--- src/rtl/b64e_pkg.sv ---
package b64e_pkg;

  // Default depth of the job queue between the front and the back part.
  localparam int QueueDepth = 2;

  localparam logic [5:0] SymLowerStart = 6'd26;
  localparam logic [5:0] SymDigitStart = 6'd52;
  localparam logic [5:0] SymPlus       = 6'd62;

  localparam logic [7:0] CharUpperA = 8'd65;
  localparam logic [7:0] CharLowerA = 8'd97;
  localparam logic [7:0] CharZero   = 8'd48;
  localparam logic [7:0] CharPlus   = 8'd43;
  localparam logic [7:0] CharSlash  = 8'd47;
  localparam logic [7:0] CharPad    = 8'd61;

  typedef struct packed {
    logic [7:0] byte_in;
    logic       is_last_byte;
  } b64e_in_t;

  typedef struct packed {
    logic [7:0] out_char;
    logic       run_last;
    logic       message_end;
  } b64e_out_t;

  // One accepted byte, classified: up to four slots, each a symbol or a pad.
  typedef struct packed {
    logic [3:0]      pad;
    logic [3:0][5:0] sym;
    logic [1:0]      last_idx;
    logic            msg_end;
  } b64e_job_t;

  function automatic logic [7:0] sym_char(input logic [5:0] v, input logic swap);
    logic [7:0] ch;
    if (v < SymLowerStart) begin
      ch = CharUpperA + {2'b00, v};
    end else if (v < SymDigitStart) begin
      ch = CharLowerA + {2'b00, v - SymLowerStart};
    end else if (v < SymPlus) begin
      ch = CharZero + {2'b00, v - SymDigitStart};
    end else if (v == SymPlus) begin
      ch = swap ? CharSlash : CharPlus;
    end else begin
      ch = swap ? CharPlus : CharSlash;
    end
    return ch;
  endfunction

endpackage

--- src/rtl/base64_stream_encoder.sv ---
// Channel  | Ports                              | Direction | Transfer when
// ---------+------------------------------------+-----------+------------------------
// input    | in_valid, in_ready, in_data        | in        | in_valid && in_ready
// result   | out_valid, out_ready, out_data     | out       | out_valid && out_ready
// config   | cfg_wr_en, cfg_wr_data             | in        | cfg_wr_en (no wait)
//
// Each input byte is taken while the queue has room; the back part sends one character per
// cycle from its output register while not stalled, so a byte gives one character in phases
// zero and one, two in phase two and up to four when a final byte leaves a partial group; a
// steady stream gives four characters per three bytes. A byte's job passes through the queue
// into the output register. Synchronous reset on rst_n clears group state, queue, output
// valid and swap register. A result-side stall fills the queue and only then drops in_ready.
module base64_stream_encoder #(
  parameter int QUEUE_DEPTH = b64e_pkg::QueueDepth
) (
  input  logic                clk,
  input  logic                rst_n,
  input  logic                cfg_wr_en,
  input  logic                cfg_wr_data,
  input  logic                in_valid,
  output logic                in_ready,
  input  b64e_pkg::b64e_in_t  in_data,
  output logic                out_valid,
  input  logic                out_ready,
  output b64e_pkg::b64e_out_t out_data
);

  localparam int JobW = $bits(b64e_pkg::b64e_job_t);

  // Front side: classified job for the byte under transfer.
  b64e_pkg::b64e_job_t front_job;
  logic                q_push;
  logic                q_full;

  // Back side: oldest pending job, read combinationally from the queue.
  logic [JobW-1:0]     q_rd_data;
  b64e_pkg::b64e_job_t q_head;
  logic                q_pop;
  logic                q_empty;

  assign q_head = b64e_pkg::b64e_job_t'(q_rd_data);

  // The front keeps the position within the three-byte group and the leftover bits,
  // and turns each byte into the symbols and pads that it causes.
  b64e_front u_front (
    .clk      (clk),
    .rst_n    (rst_n),
    .in_valid (in_valid),
    .in_ready (in_ready),
    .in_data  (in_data),
    .q_full   (q_full),
    .q_push   (q_push),
    .q_job    (front_job)
  );

  // A short queue decouples byte intake from character output.
  b64e_fifo #(
    .DEPTH (QUEUE_DEPTH),
    .WIDTH (JobW)
  ) u_fifo (
    .clk     (clk),
    .rst_n   (rst_n),
    .push    (q_push),
    .wr_data (JobW'(front_job)),
    .pop     (q_pop),
    .rd_data (q_rd_data),
    .full    (q_full),
    .empty   (q_empty)
  );

  // The back walks the slots of each job, maps symbols to ASCII and drives the
  // result register.
  b64e_back u_back (
    .clk         (clk),
    .rst_n       (rst_n),
    .cfg_wr_en   (cfg_wr_en),
    .cfg_wr_data (cfg_wr_data),
    .q_head      (q_head),
    .q_empty     (q_empty),
    .q_pop       (q_pop),
    .out_valid   (out_valid),
    .out_ready   (out_ready),
    .out_data    (out_data)
  );

endmodule

--- src/rtl/b64e_front.sv ---
module b64e_front (
  input  logic                 clk,
  input  logic                 rst_n,
  input  logic                 in_valid,
  output logic                 in_ready,
  input  b64e_pkg::b64e_in_t   in_data,
  input  logic                 q_full,
  output logic                 q_push,
  output b64e_pkg::b64e_job_t  q_job
);

  typedef enum logic [1:0] {PH_0, PH_1, PH_2} phase_t;

  phase_t     phase_r, phase_nxt;
  logic [3:0] carry_r, carry_nxt;
  logic [7:0] b;
  logic       last;

  assign in_ready = !q_full;
  assign q_push   = in_valid && !q_full;
  assign b        = in_data.byte_in;
  assign last     = in_data.is_last_byte;

  always_comb begin
    q_job         = '0;
    q_job.msg_end = last;
    phase_nxt     = phase_r;
    carry_nxt     = carry_r;
    unique case (phase_r)
      PH_1: begin
        q_job.sym[0] = {carry_r[1:0], b[7:4]};
        if (last) begin
          q_job.sym[1]   = {b[3:0], 2'b00};
          q_job.pad[2]   = 1'b1;
          q_job.last_idx = 2'd2;
        end
        carry_nxt = b[3:0];
        phase_nxt = PH_2;
      end
      PH_2: begin
        q_job.sym[0]   = {carry_r, b[7:6]};
        q_job.sym[1]   = b[5:0];
        q_job.last_idx = 2'd1;
        carry_nxt      = 4'd0;
        phase_nxt      = PH_0;
      end
      default: begin
        q_job.sym[0] = b[7:2];
        if (last) begin
          q_job.sym[1]   = {b[1:0], 4'b0000};
          q_job.pad[2]   = 1'b1;
          q_job.pad[3]   = 1'b1;
          q_job.last_idx = 2'd3;
        end
        carry_nxt = {2'b00, b[1:0]};
        phase_nxt = PH_1;
      end
    endcase
    if (last) begin
      carry_nxt = 4'd0;
      phase_nxt = PH_0;
    end
  end

  always_ff @(posedge clk) begin
    if (!rst_n) begin
      phase_r <= PH_0;
      carry_r <= 4'd0;
    end else if (q_push) begin
      phase_r <= phase_nxt;
      carry_r <= carry_nxt;
    end
  end

  a_last_clears: assert property (@(posedge clk) disable iff (!rst_n)
    (q_push && last) |=> (phase_r == PH_0 && carry_r == 4'd0))
    else $error("group state not cleared after final byte");

  a_phase2_empties_carry: assert property (@(posedge clk) disable iff (!rst_n)
    (q_push && phase_r == PH_2) |=> (carry_r == 4'd0))
    else $error("carry left over after a completed group");

  a_carry_narrow_in_ph1: assert property (@(posedge clk) disable iff (!rst_n)
    (phase_r == PH_1) |-> (carry_r[3:2] == 2'b00))
    else $error("carry holds more than two bits in phase one");

endmodule

--- src/rtl/b64e_fifo.sv ---
module b64e_fifo #(
  parameter int DEPTH = b64e_pkg::QueueDepth,
  parameter int WIDTH = 1
) (
  input  logic             clk,
  input  logic             rst_n,
  input  logic             push,
  input  logic [WIDTH-1:0] wr_data,
  input  logic             pop,
  output logic [WIDTH-1:0] rd_data,
  output logic             full,
  output logic             empty
);

  localparam int IdxW = (DEPTH > 1) ? $clog2(DEPTH) : 1;
  localparam int CntW = $clog2(DEPTH + 1);

  logic [WIDTH-1:0] mem_r [DEPTH];
  logic [IdxW-1:0]  wr_ptr_r, rd_ptr_r;
  logic [CntW-1:0]  count_r;

  assign full    = (count_r == CntW'(DEPTH));
  assign empty   = (count_r == '0);
  assign rd_data = mem_r[rd_ptr_r];

  always_ff @(posedge clk) begin
    if (push) begin
      mem_r[wr_ptr_r] <= wr_data;
    end
  end

  always_ff @(posedge clk) begin
    if (!rst_n) begin
      wr_ptr_r <= '0;
      rd_ptr_r <= '0;
      count_r  <= '0;
    end else begin
      if (push) begin
        wr_ptr_r <= (wr_ptr_r == IdxW'(DEPTH - 1)) ? '0 : wr_ptr_r + 1'b1;
      end
      if (pop) begin
        rd_ptr_r <= (rd_ptr_r == IdxW'(DEPTH - 1)) ? '0 : rd_ptr_r + 1'b1;
      end
      if (push && !pop) begin
        count_r <= count_r + 1'b1;
      end else if (pop && !push) begin
        count_r <= count_r - 1'b1;
      end
    end
  end

  a_no_overflow: assert property (@(posedge clk) disable iff (!rst_n)
    push |-> (!full || pop))
    else $error("push into a full queue");

  a_no_underflow: assert property (@(posedge clk) disable iff (!rst_n)
    pop |-> !empty)
    else $error("pop from an empty queue");

  a_count_bound: assert property (@(posedge clk) disable iff (!rst_n)
    count_r <= CntW'(DEPTH))
    else $error("queue occupancy out of range");

endmodule

--- src/rtl/b64e_back.sv ---
module b64e_back (
  input  logic                 clk,
  input  logic                 rst_n,
  input  logic                 cfg_wr_en,
  input  logic                 cfg_wr_data,
  input  b64e_pkg::b64e_job_t  q_head,
  input  logic                 q_empty,
  output logic                 q_pop,
  output logic                 out_valid,
  input  logic                 out_ready,
  output b64e_pkg::b64e_out_t  out_data
);

  logic                swap_r;
  logic [1:0]          idx_r, idx_nxt;
  logic                out_valid_r, out_valid_nxt;
  b64e_pkg::b64e_out_t out_data_r, out_data_nxt;
  logic                load;
  logic                slot_last;

  assign load      = !q_empty && (!out_valid_r || out_ready);
  assign slot_last = (idx_r == q_head.last_idx);
  assign q_pop     = load && slot_last;

  always_comb begin
    out_data_nxt.out_char    = q_head.pad[idx_r] ? b64e_pkg::CharPad
                                                 : b64e_pkg::sym_char(q_head.sym[idx_r], swap_r);
    out_data_nxt.run_last    = slot_last;
    out_data_nxt.message_end = slot_last && q_head.msg_end;
    idx_nxt                  = idx_r;
    if (load) begin
      idx_nxt = slot_last ? 2'd0 : idx_r + 2'd1;
    end
    if (load) begin
      out_valid_nxt = 1'b1;
    end else if (out_ready) begin
      out_valid_nxt = 1'b0;
    end else begin
      out_valid_nxt = out_valid_r;
    end
  end

  always_ff @(posedge clk) begin
    if (!rst_n) begin
      swap_r      <= 1'b0;
      idx_r       <= 2'd0;
      out_valid_r <= 1'b0;
    end else begin
      if (cfg_wr_en) begin
        swap_r <= cfg_wr_data;
      end
      idx_r       <= idx_nxt;
      out_valid_r <= out_valid_nxt;
    end
  end

  always_ff @(posedge clk) begin
    if (load) begin
      out_data_r <= out_data_nxt;
    end
  end

  assign out_valid = out_valid_r;
  assign out_data  = out_data_r;

  a_end_is_run_last: assert property (@(posedge clk) disable iff (!rst_n)
    (out_valid_r && out_data_r.message_end) |-> out_data_r.run_last)
    else $error("message end flagged on a non-final character");

  a_idx_in_job: assert property (@(posedge clk) disable iff (!rst_n)
    !q_empty |-> (idx_r <= q_head.last_idx))
    else $error("slot index past the end of the current job");

  a_idx_home_when_idle: assert property (@(posedge clk) disable iff (!rst_n)
    q_empty |-> (idx_r == 2'd0))
    else $error("slot index not at start while queue is empty");

endmodule
--- config.mk ---
export PLATFORM = sky130hd
export DESIGN_NAME = base64_stream_encoder
export DESIGN_NICKNAME = d
export VERILOG_FILES = /design/src/rtl/b64e_pkg.sv /design/src/rtl/base64_stream_encoder.sv /design/src/rtl/b64e_front.sv /design/src/rtl/b64e_fifo.sv /design/src/rtl/b64e_back.sv
export SDC_FILE = /design/constraint.sdc
export NUM_CORES = 1
export LEC_CHECK = 0
export BUFFER_PORTS_ARGS = -buffer_cell sky130_fd_sc_hd__buf_2
export CORE_UTILIZATION = 45
export CTS_CLUSTER_DIAMETER = 60
export CTS_CLUSTER_SIZE = 25
export DETAILED_ROUTE_END_ITERATION = 8
export HOLD_SLACK_MARGIN = 0.02
export PLACE_DENSITY = 0.64
export SETUP_SLACK_MARGIN = 0.2
export SYNTH_ARGS = -nofsm -noshare
export SYNTH_HDL_FRONTEND = slang
export SYNTH_HIERARCHICAL = 1
export SYNTH_SLANG_ARGS = --single-unit
--- constraint.sdc ---
create_clock -name clk -period 4.6 [get_ports clk]
set_clock_uncertainty 0.1 [all_clocks]
set_input_delay 0.92 -clock clk [delete_from_list [all_inputs] [get_ports clk]]
set_output_delay 0.92 -clock clk [all_outputs]
set_load 0.1 [all_outputs]
# After elaboration in Yosys (flattened, before gate mapping)
# Memory sizes are Yosys's and may differ from the RTL's. A register that Yosys moved wholly into a read port is not among the register bits.
# Index checks and enable logic that the tools add are counted.
# op_classes
reduce_logical,16
addsub,10
order_cmp,4
n_mux,33
eq_ne,5
# ops
op,count
two-way mux 8 bit,4
case mux 14 bit (2 select lines),1
two-way mux 6 bit,3
"adder 7 x 6 -> 8 bit, first input constant",2
binary-select mux 6 bit (select 2 bit),1
"less-than comparator 6 bit, second input constant",2
two-way mux 2 bit,6
two-way mux 1 bit,11
case mux 4 bit (2 select lines),1
"adder 6 x 6 -> 7 bit, first input constant",1
"equality test 6 bit, second input constant",1
logical AND 1 bit,6
"less-than comparator 6 x 5 -> 1 bit, second input constant",1
two-way mux 3 bit,2
"subtractor 6 x 5 -> 6 bit, second input constant",1
"subtractor 6 bit, second input constant",1
logical NOT 1 bit,5
"adder 2 x 1 -> 2 bit, second input constant",2
"equality test 2 bit, second input constant",2
two-way mux 4 bit,1
case mux 2 bit (2 select lines),1
nonzero test 2 bit,2
"less-than comparator 2 x 3 -> 1 bit, second input constant",1
"adder 1 bit, second input constant",2
other kinds (8),8
# totals
ram_bits,34
elab_cells,80
n_memories,1
register_bits,24
inputBits,15
out_inout_bits,12
# mem_list
name,depth,width,read_ports,rd_clocked_by_memory_dff,wr,line_no,text
u_fifo.mem_r,2,17,1,1,1,b64e_fifo.sv:18,logic [WIDTH-1:0] mem_r [DEPTH];

# Longest topological paths before layout
# depth
depth_word,7
mapped_depth,11
ltp_nobuf,10

# Modules after synthesis
# Netlist, hierarchy kept.
# by_module_without_submodules
mod,area_each_um2,instances,cells_per_inst
b64e_fifo,2444.8,1,118
b64e_back,1278.7,1,114
b64e_front,645.6,1,85

# Worst setup path after synthesis
# Ideal clock, no wire load.
# synth_path
path_type,register to register
start,register with a tool-made name
end,register u_back.out_data_r (netlist bit u_back/out_data[6]) (data pin)
path_buffers,1
path_slack_ns,1.332
path_stages_with_launch,12
t_required_ns,4.234
setup_ns,0.266
t_arrival_ns,2.902
path_cell_list,dfxtp_1 -> buf_2 -> mux2_2 -> mux4_1 -> inv_1 -> ha_1 -> nand2_1 -> o221ai_4 -> xor2_2 -> xnor2_1 -> a2111oi_1 -> nor2_1
# synth_lines
item,line_no,text
to (signal assigned),b64e_back.sv:59,out_data_r <= out_data_nxt;
to (decl),b64e_back.sv:17,"b64e_pkg::b64e_out_t out_data_r, out_data_nxt;"

==> results.sh <==
export IMPL_fin_tns_setup_ps=0
export IMPL_required_ps=4590
export IMPL_crit_arrival_ps=3640
export IMPL_holdWs_ps=396
export IMPL_first_iter_violations=127
export IMPL_path_class="flip-flop to flip-flop"
export IMPL_cp_start_kind="flip-flop"
export IMPL_drt_first_pass_iters=4
export IMPL_drc_errors=0
export IMPL_num_vias=2446
export IMPL_cts_tree="yes"
export IMPL_hold_path_endpoint="u_front/carry_r[0]"
export IMPL_clk_pin_slew_ps=80
export IMPL_layout_commonest_cell="edfxtp_1"
export IMPL_period_needed_ps=3650
export IMPL_powerDensity_nw_per_um2=724
export IMPL_synth_edf_count=72
export IMPL_ys_warn_count=6
export IMPL_finalNonFillerCells=479
export IMPL_hold_start="u_front/carry_r[0]"
export IMPL_timing_fmax_mhz=274
export IMPL_hold_path_class="flip-flop to flip-flop"
export IMPL_numCtsBuffers=9
export IMPL_fin_nets=374
export IMPL_outcome="finished clean"
export IMPL_layout_drive_gt1_share=0.271
export IMPL_finalMaxSlewViolations=0
export IMPL_setup_viol=0
export IMPL_ys_flop_type="edfxtp_1"
export IMPL_groute_usage_overall=0.157
export IMPL_rsz0062_at_grt="false"
export IMPL_layout_common_cells="edfxtp_1, mux2_2, buf_2"
export IMPL_r2r_setup_slack_ps=950
export IMPL_die_area_um2=10100
export IMPL_async_flop_share=0
export IMPL_fillers=818
export IMPL_cts_hold_buf=0
export IMPL_drt_total_wl_um=7270
export IMPL_clockBufferDepth=2
export IMPL_ys_types=52
export IMPL_post_cts_buffers=0
export IMPL_ys_seq_area_frac=0.564
export IMPL_antenna_found_initial=0
export IMPL_grt_pass1_wl_um=11900
export IMPL_port_buffers=26
export IMPL_die_x_um=101
export IMPL_ir_drop_mv=0.308
export IMPL_synth_seq_cells=87
export IMPL_synthesis_area_um2=4370
export IMPL_diodes=0
export IMPL_leakagePower_nw=1.71
export IMPL_relSlewSlack=0.471
export IMPL_wl_per_cell_um=15.2
export IMPL_syn_inst=317
export IMPL_rows=35
export IMPL_synth_avg_cell_area_um2=13.8
export IMPL_globalplace_congestion=0.745
export IMPL_clock_sinks=87
export IMPL_grt_max_degree=32
export IMPL_critPathSlowestCell="dfxtp_1"
export IMPL_vias_per_cell=5.11
export IMPL_dp_cells=463
export IMPL_worstPathMaxFanout=14
export IMPL_place_hpwl_um=4940
export IMPL_initial_utilization=0.468
export IMPL_hold_depth=2
export IMPL_ios=27
export IMPL_htreeDepth=3
export IMPL_insertion_delay_ps=350
export IMPL_ctsRootBufferMaster="clkbuf_8"
export IMPL_syn_to_final_growth_pct=9.28
export IMPL_r2r_cells=10
export IMPL_critPathMaxStageDelay_ps=690
export IMPL_coreArea_um2=9330
export IMPL_gr_total_overflow=0
export IMPL_post_route_period_util=0.793
export IMPL_hold_viol=0
export IMPL_cp_end_kind="flip-flop"
export IMPL_ant_nets=0
export IMPL_die_h_um=101
export IMPL_cap_viol_max_count=0
export IMPL_cts_resized=0
export IMPL_worstReg2RegEnd="u_back/out_data[6]"
export IMPL_grt_pass1_vias=2387
export IMPL_worstMarginPinSlew_ps=772
export IMPL_critical_path_cell_chain="mux2_2 -> mux4_1 -> inv_1 -> ha_1 -> nand2_1 -> o221ai_4 -> xor2_2 -> xnor2_1 -> a2111oi_1 -> nor2_1"
==> per-stage QoR <==
step | util | setup slack [ps] | power, W | cell area (um^2)
CTS | 0.512 | 926 | 0.00349 | 4770
global placement | 0.488 | 1030 | 0.00289 | 4550
finish | 0.512 | 951 | 0.00346 | 4770
floorplan | - | 1330 | 0.00263 | 4420
global route | 0.512 | 745 | 0.00368 | 4770
detailed placement | 0.488 | 924 | 0.00290 | 4550
==> synth_stat cells (7+ instances only) <==
cell,number,area (um^2)
a21oi_1,9,45.0
and2_1,10,62.6
buf_2,8,40.0
buf_4,15,113
dfxtp_1,15,300
edfxtp_1,72,2160
ha_1,14,175
inv_1,10,37.5
mux2_2,32,360
mux2i_1,7,70.1
nand2_1,14,52.6
nor2_1,9,33.8
nor2b_1,9,56.3
o21ai_1,11,55.1
xor2_1,9,78.8
==> layout make-up <==
type	instances	area [um^2]	share of cell area
Clock inverter	5	81.3	0.0170
Multi-Input combinational cell	205	1720	0.360
Timing Repair Buffer	31	168	0.0351
Clock buffer	11	141	0.0296
Sequential cell	87	2460	0.516
Inverter	11	43.8	0.00917
Tap cell	129	161	0.0338
==> power breakdown <==
| group | internal (W) | switching [W] |
|---|---|---|
| Combinational | 0.000616 | 0.00113 |
| Clock | 0.000321 | 0.000263 |
| Sequential | 0.00107 | 0.0000640 |
| Total | 0.00200 | 0.00145 |
==> critical path, delay by kind of cell (launching register included) <==
kind                     cells  cell delay, ps
AND/OR/NAND/NOR              2             190
XOR/XNOR                     2             320
multiplexers                 2            1040
flip-flops                   1             690
buffers and inverters        1             180
adder cells (fa/ha/maj)      1             240
AO/OA/AOI/OAI                2             650
==> cells by family after synthesis <==
logic type,Yosys count,synth area share
other cells,1,0.000858
mux,46,0.134
fa+ha+maj,14,0.0401
xor+xnor,17,0.0375
simple gates,62,0.0822
flops,87,0.564
buf+inv,38,0.0553
compound gates,52,0.0862
==> worst max-delay path by stage <==
stage / start / end / slack (ps)
3_3_place_gp: flip-flop / u_back/out_data[6] / 1030
6_report: flip-flop / u_back/out_data[6] / 950
4_1_cts: flip-flop / u_back/out_data[6] / 930
2_1_floorplan: flip-flop / u_back/out_data[6] / 1330
3_5_place_dp: flip-flop / u_back/out_data[6] / 920
5_1_grt: flip-flop / u_back/out_data[6] / 750
==> per-layer routing <==
metal,global-route usage,wire (um),up-vias,part of all wire
met1,0.203,3480,1202,0.48
li1,-,-,1200,-
met5,0,0,-,0
met4,0.0602,97,0,0.013
met3,0.0347,157,7,0.022
met2,0.260,3530,37,0.49
==> registers in the layout (all words and copies together), names as in the netlist, named ones only <==
name / cells
u_back/idx_r: 2
u_fifo/count_r: 2
u_back/out_data: 10
u_front/phase_r: 2
u_back/out_valid: 1
u_fifo/mem_r: 62
u_back/swap_r: 1
u_fifo/wr_ptr_r: 1
u_front/carry_r: 4
u_fifo/rd_ptr_r: 1
Note: power is estimated with default switching activity, not from simulation.
